File: src/rtl/sla_pkg.sv
// Shared types, codes and constants for the status LED animator.
// No dependencies; imported by every module of the block.
package sla_pkg;

  // Width of the wrapping millisecond time base
  localparam int TIME_BITS = 32;

  localparam int NOW_BITS  = 32;
  localparam int MODE_BITS = 3;
  localparam int CFG_BITS  = 16;
  localparam int IDX_BITS  = 2;
  localparam int PIX_BITS  = 32;

  // Item action codes
  localparam logic ACT_SET  = 1'b0;
  localparam logic ACT_TICK = 1'b1;

  // Display modes (codes 5..7 are accepted but show nothing)
  localparam logic [MODE_BITS-1:0] MODE_BOOT     = 3'd0;
  localparam logic [MODE_BITS-1:0] MODE_READY    = 3'd1;
  localparam logic [MODE_BITS-1:0] MODE_ACTIVE   = 3'd2;
  localparam logic [MODE_BITS-1:0] MODE_CENTERED = 3'd3;
  localparam logic [MODE_BITS-1:0] MODE_FAILSAFE = 3'd4;

  // Configuration register indexes
  localparam logic [IDX_BITS-1:0] CFG_UPDATE_PERIOD = 2'd0;
  localparam logic [IDX_BITS-1:0] CFG_FLASH_BRIGHT  = 2'd1;
  localparam logic [IDX_BITS-1:0] CFG_FLASH_TOTAL   = 2'd2;

  // Configuration reset values
  localparam logic [CFG_BITS-1:0] RST_UPDATE_PERIOD = 16'd20;
  localparam logic [CFG_BITS-1:0] RST_FLASH_BRIGHT  = 16'd200;
  localparam logic [CFG_BITS-1:0] RST_FLASH_TOTAL   = 16'd400;

  // Colour levels and pulse shape
  localparam logic [7:0] LVL_WHITE_DIM = 8'd6;
  localparam logic [7:0] LVL_GREEN_DIM = 8'd20;
  localparam logic [7:0] LVL_GREEN_HI  = 8'd120;
  localparam logic [7:0] LVL_RED       = 8'd60;
  localparam logic [7:0] PHASE_STEP    = 8'd4;
  localparam logic [7:0] PHASE_HALF    = 8'd128;
  localparam logic [7:0] PHASE_TOP     = 8'd255;

  typedef struct packed {
    logic [CFG_BITS-1:0] update_period;
    logic [CFG_BITS-1:0] flash_bright;
    logic [CFG_BITS-1:0] flash_total;
  } cfg_t;

  typedef struct packed {
    logic [MODE_BITS-1:0] mode;
    logic [TIME_BITS-1:0] last_update;
    logic [TIME_BITS-1:0] flash_start;
    logic [7:0]           phase;
  } state_t;

  // Pack a colour into the GRB output word, low byte zero
  function automatic logic [PIX_BITS-1:0] grb(input logic [7:0] r, input logic [7:0] g,
                                              input logic [7:0] b);
    grb = {g, r, b, 8'h00};
  endfunction

endpackage

File: src/rtl/sla_step.sv
// Next-state and colour logic for one accepted item.
// Depends on sla_pkg.
module sla_step (
  input  sla_pkg::state_t                  state_i,
  input  sla_pkg::cfg_t                    cfg_i,
  input  logic                             action_i,
  input  logic [sla_pkg::MODE_BITS-1:0]    new_mode_i,
  input  logic [sla_pkg::NOW_BITS-1:0]     now_ms_i,
  output sla_pkg::state_t                  state_o,
  output logic                             emit_o,
  output logic [sla_pkg::PIX_BITS-1:0]     pixel_o
);
  import sla_pkg::*;

  logic [TIME_BITS-1:0] now;
  logic [TIME_BITS-1:0] since_update;
  logic [TIME_BITS-1:0] flash_base;
  logic [TIME_BITS-1:0] since_flash;
  logic [7:0]           phase_adv;
  logic [7:0]           pulse;
  logic                 due;

  // Time base, cut or widened to TIME_BITS
  assign now          = TIME_BITS'(now_ms_i);
  assign since_update = now - state_i.last_update;
  assign due          = since_update >= TIME_BITS'(cfg_i.update_period);

  // Flash timing: an unarmed flash starts at this tick
  assign flash_base  = (state_i.flash_start == '0) ? now : state_i.flash_start;
  assign since_flash = now - flash_base;

  // Triangular blue pulse
  assign phase_adv = state_i.phase + PHASE_STEP;
  assign pulse     = (phase_adv < PHASE_HALF) ? (phase_adv >> 2) : ((PHASE_TOP - phase_adv) >> 2);

  always_comb begin
    state_o = state_i;
    emit_o  = 1'b0;
    pixel_o = '0;
    if (action_i == ACT_SET) begin
      state_o.mode = new_mode_i;
    end else if (due) begin
      state_o.last_update = now;
      case (state_i.mode)
        MODE_BOOT: begin
          state_o.phase = phase_adv;
          emit_o        = 1'b1;
          pixel_o       = grb(8'd0, 8'd0, pulse);
        end
        MODE_READY: begin
          emit_o  = 1'b1;
          pixel_o = grb(LVL_WHITE_DIM, LVL_WHITE_DIM, LVL_WHITE_DIM);
        end
        MODE_ACTIVE: begin
          emit_o  = 1'b1;
          pixel_o = grb(8'd0, LVL_GREEN_DIM, 8'd0);
        end
        MODE_CENTERED: begin
          state_o.flash_start = flash_base;
          if (since_flash < TIME_BITS'(cfg_i.flash_bright)) begin
            emit_o  = 1'b1;
            pixel_o = grb(8'd0, LVL_GREEN_HI, 8'd0);
          end else if (since_flash < TIME_BITS'(cfg_i.flash_total)) begin
            emit_o  = 1'b1;
            pixel_o = grb(8'd0, LVL_GREEN_DIM, 8'd0);
          end else begin
            // flash over: disarm and fall back to active, silently
            state_o.flash_start = '0;
            state_o.mode        = MODE_ACTIVE;
          end
        end
        MODE_FAILSAFE: begin
          emit_o  = 1'b1;
          pixel_o = grb(LVL_RED, 8'd0, 8'd0);
        end
        default: begin
          // unknown mode: time recorded, nothing shown
        end
      endcase
    end
  end

endmodule

File: src/rtl/sla_out_buf.sv
// Two-entry result buffer between the step logic and the output channel.
// Depends on sla_pkg.
module sla_out_buf (
  input  logic                          clk,
  input  logic                          rst_n,
  input  logic                          push_i,
  input  logic [sla_pkg::PIX_BITS-1:0]  data_i,
  output logic                          full_o,
  output logic                          out_valid,
  input  logic                          out_ready,
  output logic [sla_pkg::PIX_BITS-1:0]  out_pixel_word
);
  import sla_pkg::*;

  logic                v0_r, v0_nxt;
  logic                v1_r, v1_nxt;
  logic [PIX_BITS-1:0] d0_r, d0_nxt;
  logic [PIX_BITS-1:0] d1_r, d1_nxt;
  logic                pop;

  assign pop            = v0_r && out_ready;
  assign full_o         = v1_r;
  assign out_valid      = v0_r;
  assign out_pixel_word = d0_r;

  // Head/tail update
  always_comb begin
    v0_nxt = v0_r;
    v1_nxt = v1_r;
    d0_nxt = d0_r;
    d1_nxt = d1_r;
    if (pop) begin
      if (v1_r) begin
        d0_nxt = d1_r;
        if (push_i) begin
          d1_nxt = data_i;
        end else begin
          v1_nxt = 1'b0;
        end
      end else if (push_i) begin
        d0_nxt = data_i;
      end else begin
        v0_nxt = 1'b0;
      end
    end else if (push_i) begin
      if (!v0_r) begin
        d0_nxt = data_i;
        v0_nxt = 1'b1;
      end else begin
        d1_nxt = data_i;
        v1_nxt = 1'b1;
      end
    end
  end

  always_ff @(posedge clk) begin
    if (!rst_n) begin
      v0_r <= 1'b0;
      v1_r <= 1'b0;
    end else begin
      v0_r <= v0_nxt;
      v1_r <= v1_nxt;
    end
    d0_r <= d0_nxt;
    d1_r <= d1_nxt;
  end

  // Tail is only ever occupied behind a valid head
  a_tail_needs_head: assert property (@(posedge clk) disable iff (!rst_n)
    v1_r |-> v0_r) else $error("tail valid without head");

  // No push into a full buffer
  a_no_overflow: assert property (@(posedge clk) disable iff (!rst_n)
    push_i |-> !v1_r) else $error("push into full result buffer");

  // A stalled head item holds its value
  a_head_holds: assert property (@(posedge clk) disable iff (!rst_n)
    (v0_r && !out_ready) |=> (v0_r && d0_r == $past(d0_r))) else $error("stalled head changed");

endmodule

File: src/rtl/status_led_animator_unit.sv
// Status LED animator: one item handled per cycle, no result for set items.
// A tick item's result is registered into the result buffer as the item is accepted.
// Throughput: one item per cycle; the two-entry result buffer stalls input only
// when both entries wait on the output channel.
// Reset (synchronous, rst_n low): boot mode, times and phase zero, registers at defaults.
// Depends on sla_pkg, sla_step and sla_out_buf.
module status_led_animator_unit (
  input  logic                           clk,
  input  logic                           rst_n,
  input  logic                           cfg_we,
  input  logic [sla_pkg::IDX_BITS-1:0]   cfg_index,
  input  logic [sla_pkg::CFG_BITS-1:0]   cfg_wdata,
  input  logic                           in_valid,
  output logic                           in_ready,
  input  logic                           in_action,
  input  logic [sla_pkg::MODE_BITS-1:0]  in_new_mode,
  input  logic [sla_pkg::NOW_BITS-1:0]   in_now_ms,
  output logic                           out_valid,
  input  logic                           out_ready,
  output logic [sla_pkg::PIX_BITS-1:0]   out_pixel_word
);
  import sla_pkg::*;

  cfg_t                cfg_r, cfg_nxt;
  state_t              state_r, state_nxt;
  state_t              step_state;
  logic                step_emit;
  logic [PIX_BITS-1:0] step_pixel;
  logic                buf_full;
  logic                in_accept;

  assign in_ready  = !buf_full;
  assign in_accept = in_valid && in_ready;

  // Configuration writes; unknown indexes ignored
  always_comb begin
    cfg_nxt = cfg_r;
    if (cfg_we) begin
      case (cfg_index)
        CFG_UPDATE_PERIOD: cfg_nxt.update_period = cfg_wdata;
        CFG_FLASH_BRIGHT:  cfg_nxt.flash_bright  = cfg_wdata;
        CFG_FLASH_TOTAL:   cfg_nxt.flash_total   = cfg_wdata;
        default:           cfg_nxt = cfg_r;
      endcase
    end
  end

  // Per-item logic
  sla_step u_step (
    .state_i    (state_r),
    .cfg_i      (cfg_r),
    .action_i   (in_action),
    .new_mode_i (in_new_mode),
    .now_ms_i   (in_now_ms),
    .state_o    (step_state),
    .emit_o     (step_emit),
    .pixel_o    (step_pixel)
  );

  assign state_nxt = in_accept ? step_state : state_r;

  always_ff @(posedge clk) begin
    if (!rst_n) begin
      cfg_r.update_period <= RST_UPDATE_PERIOD;
      cfg_r.flash_bright  <= RST_FLASH_BRIGHT;
      cfg_r.flash_total   <= RST_FLASH_TOTAL;
      state_r             <= '0;
    end else begin
      cfg_r   <= cfg_nxt;
      state_r <= state_nxt;
    end
  end

  // Result buffer
  sla_out_buf u_out_buf (
    .clk            (clk),
    .rst_n          (rst_n),
    .push_i         (in_accept && step_emit),
    .data_i         (step_pixel),
    .full_o         (buf_full),
    .out_valid      (out_valid),
    .out_ready      (out_ready),
    .out_pixel_word (out_pixel_word)
  );

  // A set item only changes the mode
  a_set_keeps_time: assert property (@(posedge clk) disable iff (!rst_n)
    (in_accept && in_action == ACT_SET) |=>
      (state_r.last_update == $past(state_r.last_update) &&
       state_r.mode == $past(in_new_mode))) else $error("set item disturbed state");

  // Set items never produce a result
  a_set_silent: assert property (@(posedge clk) disable iff (!rst_n)
    (in_action == ACT_SET) |-> !step_emit) else $error("set item emitted a result");

  // Disarming the flash always lands in active mode
  a_disarm_active: assert property (@(posedge clk) disable iff (!rst_n)
    (in_accept && in_action == ACT_TICK && state_r.flash_start != '0 &&
     step_state.flash_start == '0) |-> (step_state.mode == MODE_ACTIVE))
    else $error("flash disarmed outside flash end");

endmodule
File: config.mk
export PLATFORM = sky130hd
export DESIGN_NAME = status_led_animator_unit
export DESIGN_NICKNAME = d
export VERILOG_FILES = /design/src/rtl/sla_pkg.sv /design/src/rtl/sla_step.sv /design/src/rtl/sla_out_buf.sv /design/src/rtl/status_led_animator_unit.sv
export SDC_FILE = /design/constraint.sdc
export NUM_CORES = 1
export LEC_CHECK = 0
export ABC_AREA = 1
export BUFFER_PORTS_ARGS = -buffer_cell sky130_fd_sc_hd__buf_2
export CORE_MARGIN = 2
export CORE_UTILIZATION = 40
export DETAILED_ROUTE_END_ITERATION = 7
export PLACE_DENSITY = 0.64
export SKIP_LAST_GASP = 1
export SLEW_MARGIN = 20
export SYNTH_ARGS = -nofsm -noshare
export SYNTH_HDL_FRONTEND = slang
export SYNTH_HIERARCHICAL = 1
export SYNTH_SLANG_ARGS = --single-unit
File: constraint.sdc
create_clock -name clk -period 7.5 [get_ports clk]
set_clock_uncertainty 0.1 [all_clocks]
set_input_delay 0.375 -clock clk [delete_from_list [all_inputs] [get_ports clk]]
set_output_delay 0.375 -clock clk [all_outputs]
set_load 0.05 [all_outputs]
Word level (Yosys, flattened, before mapping)
Cells that the tools add are included.

cells by class
  equal/unequal tests = 15
  reductions and logical operators = 22
  add/subtract/negate cells = 4
  magnitude comparators = 4
  muxes and demuxes = 39

operator list
  operator                                               number
  two-way mux 32 bit                                     15
  one-hot mux 32 bit (5 select lines)                    1
  two-way mux 75 bit                                     1
  < comparator 32 x 16 -> 1 bit                          2
  subtractor 32 bit                                      2
  >= comparator 32 x 16 -> 1 bit                         1
  logical NOT 32 bit                                     1
  two-way mux 31 bit                                     1
  two-way mux 29 bit                                     1
  two-way mux 1 bit                                      13
  two-way mux 3 bit                                      4
  AND reduction 4 bit                                    3
  inequality test 2 bit, second input constant           5
  AND reduction 3 bit                                    3
  adder 8 x 3 -> 8 bit, second input constant            1
  < comparator 8 bit, second input constant              1
  two-way mux 8 bit                                      1
  inequality test 2 x 1 -> 1 bit, second input constant  4
  AND reduction 2 bit                                    4
  subtractor 8 bit, first input constant                 1
  equality test 3 x 2 -> 1 bit, second input constant    2
  two-way mux 6 bit                                      1
  nonzero test 2 bit                                     3
  AND reduction 5 bit                                    1
  other kinds (10)                                       12

storage, ports and cells
  output and inout bits = 34
  register bits after elaboration = 189
  bits of input ports = 59
  logic and storage cells = 95

Logic depth before layout (Yosys ltp)
Gate-level depths: netlist of run 1.

  depth in word-level cells = 13
  mapped depth = 35
  gate-level depth less buffers = 34

By module
The synthesis of run 1 kept the hierarchy.

modules (own cells, without submodules)
  module                    sequential area each (um^2)  cells each  times used  area an instance (um^2)
  sla_step                  0.0                          1359        1           7542.2
  status_led_animator_unit  2462.4                       627         1           4580.6
  sla_out_buf               1961.9                       184         1           2478.6

Least setup slack after synthesis of run 1
Ideal clock, no wire load.

  path kind = reg-to-reg
  start point = register state_r[19] (netlist bit)
  end point = register u_out_buf.d1_r[0] (enable)
  period minus slack after synthesis = 5.693 ns
  library setup time = 0.387 ns
  arrival time = 5.206 ns
  slack = 1.807 ns
  required time = 7.013 ns
  stages on the path, launching flop included = 31
  path buffers = 2
  cells stage by stage = dfxtp_1 > nor2_1 > nand2_1 > nor2_1 > nand2_2 > nor2_1 > clkbuf_1 > buf_1 > a21oi_1 > ha_1 > nand3b_1 > nand2_1 > nand3_1 > o21ai_2 > nand3_1 > o21ai_2 > nand2_1 > nand2_2 > xor2_1 > ha_1 > nand2_1 > nor2_1 > a211oi_1 > o21ai_0 > a221oi_1 > o211ai_1 > a21oi_1 > inv_1 > nor2_1 > nand2_1 > inv_1

between the ends
  cells in the longest elaborated chain, start to end = 12
  elaborated cells on any way between the ends = 14
  those cells by class = 1 x add/sub; 2 x order compare; 1 x eq/ne; 6 x mux; 4 x reduce/logical

ends and longest elaborated chain
  item                                                                                   RTL line                        RTL
  start, declared                                                                        status_led_animator_unit.sv:25  state_t state_r, state_nxt;
  start signal, assigned                                                                 status_led_animator_unit.sv:70  state_r <= state_nxt;
  logical NOT 32 bit                                                                     sla_step.sv:29                  assign flash_base = (state_i.flash_start == '0) ? now : state_i.flash_start;
  two-way mux 32 bit (*)                                                                 sla_step.sv:29
  subtractor 32 bit (*)                                                                  sla_step.sv:30                  assign since_flash = now - flash_base;
  < comparator 32 x 16 -> 1 bit                                                          sla_step.sv:63                  end else if (since_flash < TIME_BITS'(cfg_i.flash_total)) begin
  two-way mux 1 bit                                                                      sla_step.sv:63
  two-way mux 1 bit (*)                                                                  sla_step.sv:60                  if (since_flash < TIME_BITS'(cfg_i.flash_bright)) begin
  one-hot mux 1 bit (2 select lines) (*)                                                 sla_step.sv:44                  case (state_i.mode)
  two-way mux 1 bit (*)                                                                  sla_step.sv:42                  end else if (due) begin
  two-way mux 1 bit (*)                                                                  sla_step.sv:40                  if (action_i == ACT_SET) begin
  net step_emit                                                                          status_led_animator_unit.sv:27  logic step_emit;
  logical AND 1 bit (*)                                                                  status_led_animator_unit.sv:78  .push_i (in_accept && step_emit),
  inequality test 2 x 1 -> 1 bit (no source line) or nonzero test 2 bit (tied branches)  -
  AND reduction 4 bit (no source line) (*)                                               -
  end signal, assigned                                                                   sla_out_buf.sv:65               d1_r <= d1_nxt;
  end, declared                                                                          sla_out_buf.sv:18               logic [PIX_BITS-1:0] d1_r, d1_nxt;

Mark *: on every way through the listed nets, which the timed path passes. The rest lies on a longest branch.
A chain may end at the register's enable or synchronous reset.

Worst setup path in the final report of run 1
  start point = register state_r[34] (netlist bit)
  end point = register u_out_buf.d0_r[8], in the netlist u_out_buf/out_pixel_word[8] (enable)

between the ends
  cells in the longest elaborated chain, start to end = 12
  elaborated cells on any way between the ends = 14
  those cells by class = 1 x add/sub; 2 x order compare; 6 x mux; 5 x reduce/logical

ends and longest elaborated chain
  item                                      RTL line                        RTL
  logical NOT 32 bit                        sla_step.sv:29
  two-way mux 32 bit (*)                    sla_step.sv:29
  subtractor 32 bit (*)                     sla_step.sv:30
  < comparator 32 x 16 -> 1 bit             sla_step.sv:63
  two-way mux 1 bit                         sla_step.sv:63
  two-way mux 1 bit (*)                     sla_step.sv:60
  one-hot mux 1 bit (2 select lines) (*)    sla_step.sv:44
  two-way mux 1 bit (*)                     sla_step.sv:42
  two-way mux 1 bit (*)                     sla_step.sv:40
  net step_emit                             status_led_animator_unit.sv:27
  logical AND 1 bit (*)                     status_led_animator_unit.sv:78
  nonzero test 2 bit (no source line)       -
  AND reduction 3 bit (no source line) (*)  -
  end signal, assigned                      sla_out_buf.sv:64               d0_r <= d0_nxt;
  end, declared                             sla_out_buf.sv:17               logic [PIX_BITS-1:0] d0_r, d0_nxt;

Marks and branches as above.

==> results of run 1 <==
-- metal layers --
layer | routed length, um | up-vias | GRT usage | part of all wire
li1 | - | 7027 | - | -
met1 | 18780 | 6306 | 0.2804 | 0.47
met2 | 18150 | 325 | 0.3505 | 0.45
met3 | 1947 | 78 | 0.03713 | 0.049
met4 | 1230 | 2 | 0.08234 | 0.031
met5 | 10 | - | 0 | 0.00025
-- final timing paths --
kind                            slack [ns]                                     to                startpoint  cells past startpoint
worst max-delay path                  1.24  u_out_buf/out_pixel_word[8]$_DFFE_PP_  state_r[34]$_SDFFE_PN0P_                     30
worst max register to register        1.24  u_out_buf/out_pixel_word[8]$_DFFE_PP_  state_r[34]$_SDFFE_PN0P_                     30
worst min-delay path                  0.09                  cfg_r[4]$_SDFFE_PN1P_              cfg_wdata[4]                      3
worst min register to register        0.36                 cfg_r[22]$_SDFFE_PN1P_    cfg_r[22]$_SDFFE_PN1P_                      2
-- report_power, final --
part           total, mW  switching [mW]  internal (mW)  leakage (nW)
Clock              0.914           0.467          0.447         0.286
Combinational      0.945           0.625          0.320          5.47
Sequential          1.13          0.0327           1.10          1.62
Total               2.99            1.12           1.87          7.38
-- worst max-delay path: cells and delay by family (launching register included) --
family	cells	cell delay (ns)
xor gates and xnor gates	1	0.25
buffers and inverters	4	0.71
adders and majority gates	3	0.92
and+or+nand+nor	15	1.78
AOI/OAI and AO/OA	7	1.75
DFF	1	0.38
-- layout make-up --
class | instances | area (um^2)
fill | 3723 | 20000
multi-input combinational | 1638 | 8635
sequential | 187 | 4384
inverter | 257 | 969.7
tap | 461 | 576.8
timing repair buffer | 98 | 508.0
clock buffer | 17 | 425.4
clock inverter | 15 | 156.4
-- state kept, by name, indices dropped and copies added (netlist names) --
| name | count |
|---|---|
| u_out_buf/full_o | 1 |
| u_out_buf/out_valid | 1 |
| state_r | 73 |
| cfg_r | 48 |
| u_out_buf/out_pixel_word | 32 |
| u_out_buf/d1_r | 32 |
-- layout by cell type (no fill, tap or decap), types with 5 or more instances in the layout --
master                        n
sky130_fd_sc_hd__a211oi_1     6
sky130_fd_sc_hd__a21oi_1    130
sky130_fd_sc_hd__buf_2       91
sky130_fd_sc_hd__buf_4        7
sky130_fd_sc_hd__clkbuf_16   17
sky130_fd_sc_hd__conb_1      16
sky130_fd_sc_hd__dfxtp_1    123
sky130_fd_sc_hd__edfxtp_1    64
sky130_fd_sc_hd__ha_1       106
sky130_fd_sc_hd__inv_1      244
sky130_fd_sc_hd__inv_2       11
sky130_fd_sc_hd__inv_6        5
sky130_fd_sc_hd__inv_8        6
sky130_fd_sc_hd__nand2_1    541
sky130_fd_sc_hd__nand2_2     27
sky130_fd_sc_hd__nand3_1     78
sky130_fd_sc_hd__nand3_2     39
sky130_fd_sc_hd__nand4_1     39
sky130_fd_sc_hd__nor2_1     357
sky130_fd_sc_hd__nor2_2       7
sky130_fd_sc_hd__nor2_4       6
sky130_fd_sc_hd__nor3_1      18
sky130_fd_sc_hd__o21ai_0    137
sky130_fd_sc_hd__o21ai_1     17
sky130_fd_sc_hd__o21bai_1     7
sky130_fd_sc_hd__or2_2        6
sky130_fd_sc_hd__xnor2_1     12
sky130_fd_sc_hd__xor2_1      33
-- stage by stage --
stage	utilization	hold slack (ns)	power (mW)	std cells	instance area, um^2
final	0.4391	0.08565	2.993	2673	15660
after global placement	0.4223	0.3470	2.065	2641	15060
after CTS	0.4386	0.06342	3.003	2673	15640
after floorplan	-	0.3289	1.858	2175	14580
after global routing	0.4391	0.07639	3.182	2673	15660
after detailed placement	0.4223	0.3445	2.085	2641	15060
==> results.rst, run 1 <==
.. list-table::
   :header-rows: 1

   * - Metric
     - Value
   * - Count of routing violations after the opening detailed-route iteration
     - 978
   * - Setup total negative slack
     - 0 ns
   * - Number of gates resized after CTS
     - 0
   * - Layout cell share with drive strength beyond 1
     - 0.1108
   * - Type of the worst min-delay path
     - input pin to flip-flop
   * - Number of global-route vias before repair
     - 13060
   * - Layout overhead on the synthesized area
     - 7.806%
   * - Post-place setup slack
     - 1.295 ns
   * - Max-cap viol count
     - 0
   * - Number of placement rows
     - 69
   * - CTS H-Tree Depth
     - 4
   * - Number of antenna cells inserted
     - 0
   * - Number of clock sinks seen by CTS
     - 187
   * - Total number of nets in the final design
     - 2366
   * - VDD IR max
     - 173.0 uV
   * - Vertical die dimension
     - 194.5 um
   * - Vias
     - 13740
   * - Fmax achieved
     - 0.1598 GHz
   * - Maximum number of pins on one net before global-route repair
     - 87
   * - Wire length per cell after detailed routing
     - 15.01 um
   * - Pre-antenna DRT Iters
     - 5
   * - Final setup margin
     - 1.241 ns
   * - Cell at the root of the clock tree
     - sky130_fd_sc_hd__clkbuf_16
   * - Data required time of the critical path
     - 7.49 ns
   * - Crit-path max cell delay
     - 0.57 ns
   * - Vias per Instance
     - 5.140
   * - Crit share post-route
     - 0.8345
   * - Std-Cell Core Area
     - 35660 um^2
   * - Total half-perimeter wirelength after legalization and detailed placement
     - 30410 um
   * - Max-slew headroom
     - 0.2750
   * - Final critical delay including setup and external delays
     - 6.259 ns
   * - Kind of end point of the critical path
     - flip-flop
   * - Static leakage
     - 7.380 nW
   * - Startpoint class of the critical path
     - flip-flop
   * - Status
     - finished clean
   * - Cts bufs inserted
     - 17
   * - Total congestion overflow
     - 0
   * - Maximum net fanout on the critical path
     - 32
   * - Final antenna-violating net count
     - 0
   * - Global-route total usage across every layer
     - 0.2137
   * - Mean cell area of the mapped netlist
     - 6.723 um^2
   * - Total of buffers placed on input and output ports
     - 92
   * - TritonCTS clock tree
     - yes
   * - Setup repair after global routing missed its margin
     - false
   * - Number of antenna violations at the first check in global routing
     - 1
   * - Final-report setup violation count
     - 0
   * - Number of failing hold endpoints at the final stage
     - 0
   * - Setup repair bufs after CTS
     - 0
   * - Yosys Warn Count
     - 6
   * - Post-synthesis instance total
     - 2160
   * - Critical Path Slowest Stage Cell
     - sky130_fd_sc_hd__a221oi_1
   * - Post-route DRC violation count
     - 0
   * - Die area
     - 37840 um^2
   * - Horizontal die dimension
     - 194.5 um
   * - Worst-margin pin slew
     - 1.088 ns
   * - Total standard cell area after synthesis
     - 14520 um^2
   * - Number of hold-repair buffers added at the cts stage
     - 0
   * - Clock Pin Slew Worst Setup and Hold Paths
     - 0.07 ns
   * - Later-pin clock latency in the skew report
     - 0.46 ns
   * - Last weighted congestion value of the routability-driven placer
     - 0.9170
   * - Final count of pins violating max slew
     - 0
   * - Power per cell area
     - 191.2 nW/um^2
   * - Classification of the worst setup path
     - flip-flop to flip-flop
   * - Final routed wirelength across all metal layers
     - 40120 um
   * - Number of buffers between clock root and the deepest sink
     - 2
   * - Number of top-level design ports
     - 93
   * - Global-route wire length before repair
     - 65600 um
   * - Initial cell density of the core
     - 0.4073
   * - Critical Path AT
     - 6.25 ns
Power figures use the tool's default switching activity.
==> inputs of run 2 (changes only) <==
--- a/config.mk
+++ b/config.mk
@@ -10,7 +10,7 @@
 export CORE_MARGIN = 2
 export CORE_UTILIZATION = 40
 export DETAILED_ROUTE_END_ITERATION = 7
-export PLACE_DENSITY = 0.64
+export PLACE_DENSITY = 0.67
 export SKIP_LAST_GASP = 1
 export SLEW_MARGIN = 20
 export SYNTH_ARGS = -nofsm -noshare
==> constraint.sdc (replaced) <==
create_clock -name clk -period 5.3 [get_ports clk]
set_clock_uncertainty 0.1 [all_clocks]
set_input_delay 0.265 -clock clk [delete_from_list [all_inputs] [get_ports clk]]
set_output_delay 0.265 -clock clk [all_outputs]
set_load 0.05 [all_outputs]
==> run 2 against run 1 <==
Effect of this change: combinational power grew 60%; largest cell class unchanged; cell area is 7.6% higher; sequential power is 42% higher; hold slack got worse by 0.075 ns; largest power group unchanged; register-to-register slack lost 1.2 ns.
==> results.rst, run 2 (synthesis results as in run 1) <==
.. list-table::
   :header-rows: 1

   * - Metric
     - Value
   * - Critical Path AT
     - 5.35 ns
   * - Total number of nets in the final design
     - 2469
   * - Cell at the root of the clock tree
     - sky130_fd_sc_hd__clkbuf_16
   * - VDD IR max
     - 237.7 uV
   * - Maximum number of pins on one net before global-route repair
     - 95
   * - Global-route wire length before repair
     - 67610 um
   * - Last weighted congestion value of the routability-driven placer
     - 0.9652
   * - Die area
     - 37840 um^2
   * - Final antenna-violating net count
     - 0
   * - Post-route DRC violation count
     - 0
   * - Type of the worst min-delay path
     - input pin to flip-flop
   * - Later-pin clock latency in the skew report
     - 0.46 ns
   * - Cts bufs inserted
     - 17
   * - Final critical delay including setup and external delays
     - 5.226 ns
   * - Number of clock sinks seen by CTS
     - 187
   * - Number of failing hold endpoints at the final stage
     - 0
   * - Data required time of the critical path
     - 5.43 ns
   * - Biggest regs
     - state_r (73), cfg_r (48)
   * - Final-report setup violation count
     - 0
   * - Number of antenna violations at the first check in global routing
     - 1
   * - Power per cell area
     - 264.3 nW/um^2
   * - Startpoint of the lowest-slack hold path
     - cfg_wdata[10]
   * - Met2 wire length
     - 20010 um
   * - Total congestion overflow
     - 0
   * - Total half-perimeter wirelength after legalization and detailed placement
     - 32090 um
   * - Vias per Instance
     - 5.119
   * - Fill count
     - 3584
   * - Status
     - finished clean
   * - Total of buffers placed on input and output ports
     - 92
   * - Number of top-level design ports
     - 93
   * - Final routed wirelength across all metal layers
     - 42250 um
   * - Crit-path max cell delay
     - 0.38 ns
   * - Worst reg2reg path depth
     - 31
   * - Clock Pin Slew Worst Setup and Hold Paths
     - 0.08 ns
   * - Setup total negative slack
     - 0 ns
   * - R2r startpoint
     - state_r[13]$_SDFFE_PN0P_
   * - Hold Path Cell Cnt
     - 3
   * - Commonest cells after routing, fill and taps aside
     - 534 x sky130_fd_sc_hd__nand2_1, 346 x sky130_fd_sc_hd__nor2_1, 243 x sky130_fd_sc_hd__inv_1, 135 x sky130_fd_sc_hd__o21ai_0, 124 x sky130_fd_sc_hd__a21oi_1
   * - Critical Path Slowest Stage Cell
     - sky130_fd_sc_hd__o211ai_1
   * - Startpoint class of the critical path
     - flip-flop
   * - Reg-to-reg setup timing slack
     - 0.07 ns
   * - Vertical die dimension
     - 194.5 um
   * - Wire length per cell after detailed routing
     - 15.21 um
   * - Number of buffers between clock root and the deepest sink
     - 2
   * - Crit share post-route
     - 0.9859
   * - Horizontal die dimension
     - 194.5 um
   * - Max-slew headroom
     - 0.3533
   * - Capturing point of the worst reg2reg path
     - u_out_buf/out_pixel_word[30]$_DFFE_PP_
   * - Layout cell share with drive strength beyond 1
     - 0.1702
   * - Most common cell after layout, fill and taps aside
     - sky130_fd_sc_hd__nand2_1
   * - Maximum net fanout on the critical path
     - 8
   * - Kind of end point of the critical path
     - flip-flop
   * - Static leakage
     - 7.957 nW
   * - Number of global-route vias before repair
     - 13450
   * - Max-cap viol count
     - 0
   * - Vias
     - 14220
   * - Worst-margin pin slew
     - 0.9700 ns
   * - TritonCTS clock tree
     - yes
   * - Global-route total usage across every layer
     - 0.2210
   * - Worst hold endpoint
     - cfg_r[10]$_SDFFE_PN0P_
   * - Register with the most flip-flops
     - state_r
   * - Metal3 WL
     - 2106 um
   * - Std-Cell Core Area
     - 35660 um^2
   * - Initial cell density of the core
     - 0.4073
   * - Final count of pins violating max slew
     - 0
   * - Routed length on met1
     - 19330 um
   * - Count of routing violations after the opening detailed-route iteration
     - 1069
   * - CTS H-Tree Depth
     - 4
   * - Classification of the worst setup path
     - flip-flop to flip-flop
   * - Fmax achieved
     - 0.1914 GHz
   * - Pre-antenna DRT Iters
     - 6
   * - DR top layer
     - met4
   * - Layout overhead on the synthesized area
     - 16.05%
   * - Number of flip-flops under the largest register name
     - 73
   * - Final Power
     - 4.454 mW
   * - Number of placement rows
     - 69
-- run 2: changes by cell type in the layout (fill, tap and decap cells not counted), sizes merged --
cell / previous run / this run
clkinv: 5 / 4
bufinv: 0 / 1
clkinvlp: 1 / 3
clkbuf: 17 / 19
inv: 266 / 264
buf: 98 / 190
diode: 0 / 1
dlygate4sd3: 0 / 9
-- run 2: how the worst max path moves through the flow --
stage,startpoint,end,slack [ns],cells past startpoint
2_1_floorplan,state_r[19]$_SDFFE_PN0P_,u_out_buf/out_pixel_word[0]$_DFFE_PP_,0.09,30
3_3_place_gp,state_r[11]$_SDFFE_PN0P_,u_out_buf/out_pixel_word[5]$_DFFE_PP_,0.04,30
3_5_place_dp,state_r[11]$_SDFFE_PN0P_,u_out_buf/out_pixel_word[13]$_DFFE_PP_,-0.15,30
4_1_cts,state_r[27]$_SDFFE_PN0P_,u_out_buf/out_pixel_word[12]$_DFFE_PP_,0.0007,31
5_1_grt,state_r[26]$_SDFFE_PN0P_,u_out_buf/out_pixel_word[26]$_DFFE_PP_,-0.12,30
6_report,state_r[13]$_SDFFE_PN0P_,u_out_buf/out_pixel_word[30]$_DFFE_PP_,0.07,31
-- run 2: final cells by class --
| cell class | instances | area, um^2 | share of cell area |
|---|---|---|---|
| Clock buffer | 17 | 425.4 | 0.02524 |
| Sequential cell | 187 | 4400 | 0.2611 |
| Clock inverter | 15 | 178.9 | 0.01062 |
| Multi-Input combinational cell | 1638 | 8862 | 0.5259 |
| Inverter | 257 | 977.2 | 0.05799 |
| Tap cell | 461 | 576.8 | 0.03423 |
| Timing Repair Buffer | 201 | 1429 | 0.08479 |
| Antenna cell | 1 | 2.502 | 0.0001485 |
-- run 2: per-stage QoR --
stage | hold slack, ns | area [um^2] | worst slack, ns | instances | utilization
6_report | 0.01108 | 16850 | 0.07448 | 2777 | 0.4726
3_3_place_gp | 0.3416 | 15760 | 0.03864 | 2724 | 0.4421
4_1_cts | 0.0004468 | 16470 | 0.0007341 | 2765 | 0.4618
5_1_grt | 0.01983 | 16850 | -0.1151 | 2776 | 0.4726
2_1_floorplan | 0.2697 | 14590 | 0.09195 | 2175 | -
3_5_place_dp | 0.3450 | 15760 | -0.1487 | 2724 | 0.4421
-- run 2: power by group --
part	internal [mW]	leakage (nW)	total (mW)	switching (mW)
clock network	0.680	0.295	1.34	0.664
registers	1.56	1.63	1.60	0.0410
logic	0.568	6.04	1.51	0.942
-- run 2: metal layers --
metal | up-vias | global-route usage
met4 | 0 | 0.06610
met2 | 382 | 0.3813
met1 | 6550 | 0.2876
met3 | 47 | 0.02915
li1 | 7237 | -
met5 | - | 0
-- run 2: critical path: cells and delay by family (launching register included) --
family | cells | cell delay (ns)
xor+xnor | 1 | 0.17
fa+ha+maj | 2 | 0.63
flops | 1 | 0.33
buf+inv | 6 | 0.96
compound gates | 10 | 1.46
simple gates | 12 | 1.34
-- run 2: repair_timing --
item / in CTS / in global routing
hold buffers: 9 / 0
gates resized for setup: 3 / 66
setup buffers: 0 / 8
hold endpoints to repair: 13 / 0
cloned: 0 / 3
endpoints found under the setup margin: 64 / 102
pin swaps: 2 / 36
==> inputs of run 3 (changes only) <==
--- a/config.mk
+++ b/config.mk
@@ -11,6 +11,7 @@
 export CORE_UTILIZATION = 40
 export DETAILED_ROUTE_END_ITERATION = 7
 export PLACE_DENSITY = 0.67
+export SKIP_CTS_REPAIR_TIMING = 1
 export SKIP_LAST_GASP = 1
 export SLEW_MARGIN = 20
 export SYNTH_ARGS = -nofsm -noshare
==> constraint.sdc (replaced) <==
create_clock -name clk -period 5.3 [get_ports clk]
set_clock_uncertainty 0.1 [all_clocks]
set_input_delay 0.53 -clock clk [delete_from_list [all_inputs] [get_ports clk]]
set_output_delay 0.53 -clock clk [all_outputs]
set_load 0.05 [all_outputs]
==> run 3 against run 2 <==
Effect of this change: combinational power about the same; sequential share of layout area about the same; hold slack better by 0.23 ns; flip-flop and latch count unchanged; final cell count up 0.14%; maximum frequency up 1.9%; register-to-register slack better by 0.097 ns; first-iteration DRC count down 8.3%; sequential power about the same; non-clock buffer count up 5; critical endpoint is now u_out_buf/out_pixel_word[20]$_DFFE_PP_; largest cell class unchanged.
==> results.rst, run 3 (synthesis results as in run 1) <==
.. list-table::
   :header-rows: 1

   * - Metric
     - Value
   * - Clock Pin Slew Worst Setup and Hold Paths
     - 0.08 ns
   * - Startpoint class of the critical path
     - flip-flop
   * - Cell at the root of the clock tree
     - sky130_fd_sc_hd__clkbuf_16
   * - Data required time of the critical path
     - 5.39 ns
   * - Wire length per cell after detailed routing
     - 15.21 um
   * - Worst reg2reg path depth
     - 29
   * - Power per cell area
     - 264.7 nW/um^2
   * - Net switching power of the design
     - 1.648 mW
   * - Max-cap viol count
     - 0
   * - Vias
     - 14180
   * - Post-route DRC violation count
     - 0
   * - Layout overhead on the synthesized area
     - 15.97%
   * - Vertical die dimension
     - 194.5 um
   * - FF/Latch Area
     - 4402 um^2
   * - CTS H-Tree Depth
     - 4
   * - Fmax achieved
     - 0.1950 GHz
   * - Final routed wirelength across all metal layers
     - 42310 um
   * - Critical Path Slowest Stage Cell
     - sky130_fd_sc_hd__ha_1
   * - Critical Path AT
     - 5.22 ns
   * - Number of antenna violations at the first check in global routing
     - 0
   * - Crit-path max cell delay
     - 0.38 ns
   * - Count of routing violations after the opening detailed-route iteration
     - 980
   * - Internal cell power
     - 2.810 mW
   * - Global-route total usage across every layer
     - 0.2219
   * - Final antenna-violating net count
     - 0
   * - Total number of nets in the final design
     - 2474
   * - Total congestion overflow
     - 0
   * - Clk network pwr share
     - 0.302
   * - Type of the worst min-delay path
     - input pin to flip-flop
   * - Delay-heaviest family, CP
     - compound AO/OA/AOI/OAI gates
   * - Total half-perimeter wirelength after legalization and detailed placement
     - 32250 um
   * - Proportion of power drawn by flip-flops and latches
     - 0.359
   * - Classification of the worst setup path
     - flip-flop to flip-flop
   * - Final count of pins violating max slew
     - 0
   * - Layout cell share with drive strength beyond 1
     - 0.1724
   * - TritonCTS clock tree
     - yes
   * - Sw Ratio
     - 0.3697
   * - Cts bufs inserted
     - 17
   * - Setup total negative slack
     - 0 ns
   * - Number of antenna cells inserted
     - 0
   * - Final-report setup violation count
     - 0
   * - Max-slew headroom
     - 0.2543
   * - Pre-antenna DRT Iters
     - 6
   * - VDD IR max
     - 244.3 uV
   * - Later-pin clock latency in the skew report
     - 0.47 ns
   * - Global-route wire length before repair
     - 67590 um
   * - Combinational share of power
     - 0.339
   * - Cell with the most instances on the worst path
     - sky130_fd_sc_hd__a21oi_1
   * - Initial cell density of the core
     - 0.4073
   * - Number of top-level design ports
     - 93
   * - Std-Cell Core Area
     - 35660 um^2
   * - Sum of buffers and inverters on the critical path
     - 5
   * - Maximum number of pins on one net before global-route repair
     - 75
   * - Commonest cells after routing, fill and taps aside
     - 535 x sky130_fd_sc_hd__nand2_1, 350 x sky130_fd_sc_hd__nor2_1, 243 x sky130_fd_sc_hd__inv_1, 136 x sky130_fd_sc_hd__o21ai_0, 129 x sky130_fd_sc_hd__a21oi_1
   * - Fill count
     - 3573
   * - Number of clock sinks seen by CTS
     - 187
   * - Number of global-route vias before repair
     - 13200
   * - Total of buffers placed on input and output ports
     - 92
   * - Last weighted congestion value of the routability-driven placer
     - 0.9804
   * - Maximum net fanout on the critical path
     - 8
   * - Worst-margin pin slew
     - 1.115 ns
   * - Number of placement rows
     - 69
   * - Multi-input logic area
     - 8830 um^2
   * - Final Power
     - 4.458 mW
   * - Final critical delay including setup and external delays
     - 5.129 ns
   * - Status
     - finished clean
   * - Number of buffers between clock root and the deepest sink
     - 2
   * - Most common cell after layout, fill and taps aside
     - sky130_fd_sc_hd__nand2_1
   * - Levels on crit path
     - 29
   * - Register with the most flip-flops
     - state_r
   * - Kind of end point of the critical path
     - flip-flop
   * - Number of failing hold endpoints at the final stage
     - 0
   * - Crit share post-route
     - 0.9677
   * - Biggest regs
     - state_r (73), cfg_r (48)
   * - Horizontal die dimension
     - 194.5 um
   * - Static leakage
     - 7.977 nW
   * - Hold Path Cell Cnt
     - 3
   * - Vias per Instance
     - 5.099
   * - Die area
     - 37840 um^2
   * - Number of flip-flops under the largest register name
     - 73
-- run 3: changes by cell type in the layout (fill, tap and decap cells not counted), moves of 3 or more --
cell / before / now
sky130_fd_sc_hd__xor2_1: 29 / 26
sky130_fd_sc_hd__a21oi_2: 7 / 2
sky130_fd_sc_hd__buf_4: 89 / 104
sky130_fd_sc_hd__nor2_2: 14 / 9
sky130_fd_sc_hd__dlygate4sd3_1: 9 / 0
sky130_fd_sc_hd__a21oi_1: 124 / 129
sky130_fd_sc_hd__xor2_2: 4 / 7
sky130_fd_sc_hd__nor2_1: 346 / 350
-- run 3: worst register-to-register path, delay by kind of cell, from the launching register on --
kind                       cells  cell delay, ns
and+or+nand+nor               10            1.06
adders and majority gates      2            0.65
buffers and inverters          5            0.79
DFF                            1            0.31
AOI/OAI and AO/OA             11            1.79
xor gates and xnor gates       1            0.18
-- run 3: worst paths after layout --
path	startpoint	end	slack (ns)
setup / recovery	state_r[15]$_SDFFE_PN0P_	u_out_buf/out_pixel_word[20]$_DFFE_PP_	0.17
hold / removal	cfg_wdata[9]	cfg_r[9]$_SDFFE_PN0P_	0.24
setup reg to reg	state_r[15]$_SDFFE_PN0P_	u_out_buf/out_pixel_word[20]$_DFFE_PP_	0.17
hold reg to reg	cfg_r[22]$_SDFFE_PN1P_	cfg_r[22]$_SDFFE_PN1P_	0.37
-- run 3: power groups by stage --
stage               clock network (mW)  logic [mW]  registers, mW
finish                            1.35        1.51           1.60
CTS                               1.37        1.43           1.60
detailed placement                   0        1.42           1.63
global route                      1.44        1.69           1.61
global placement                     0        1.39           1.63
floorplan                            0       0.955           1.67
-- run 3: cell type report --
cell class | instances | share of cell area
sequential | 187 | 0.2614
inverter | 257 | 0.05803
clock buffer | 17 | 0.02526
tap | 461 | 0.03425
multi-input combinational | 1638 | 0.5243
timing repair buffer | 206 | 0.08552
clock inverter | 15 | 0.01122
-- run 3: per-stage QoR --
| stage | utilization | area [um^2] | hold WS (ns) | instances | setup WS, ns |
|---|---|---|---|---|---|
| floorplan | - | 14590 | 0.3289 | 2175 | 0.09195 |
| global placement | 0.4446 | 15850 | 0.3454 | 2736 | -0.00004441 |
| detailed placement | 0.4446 | 15850 | 0.3525 | 2736 | -0.1203 |
| CTS | 0.4619 | 16470 | 0.2225 | 2768 | -0.1516 |
| global route | 0.4723 | 16840 | 0.2493 | 2781 | -0.06745 |
| finish | 0.4723 | 16840 | 0.2421 | 2781 | 0.1710 |
-- run 3: layer usage --
layer | wire length (um) | global-route usage
met1 | 19770 | 0.3063
met3 | 2246 | 0.02672
met2 | 19610 | 0.3678
met4 | 679 | 0.05670
met5 | 0 | 0
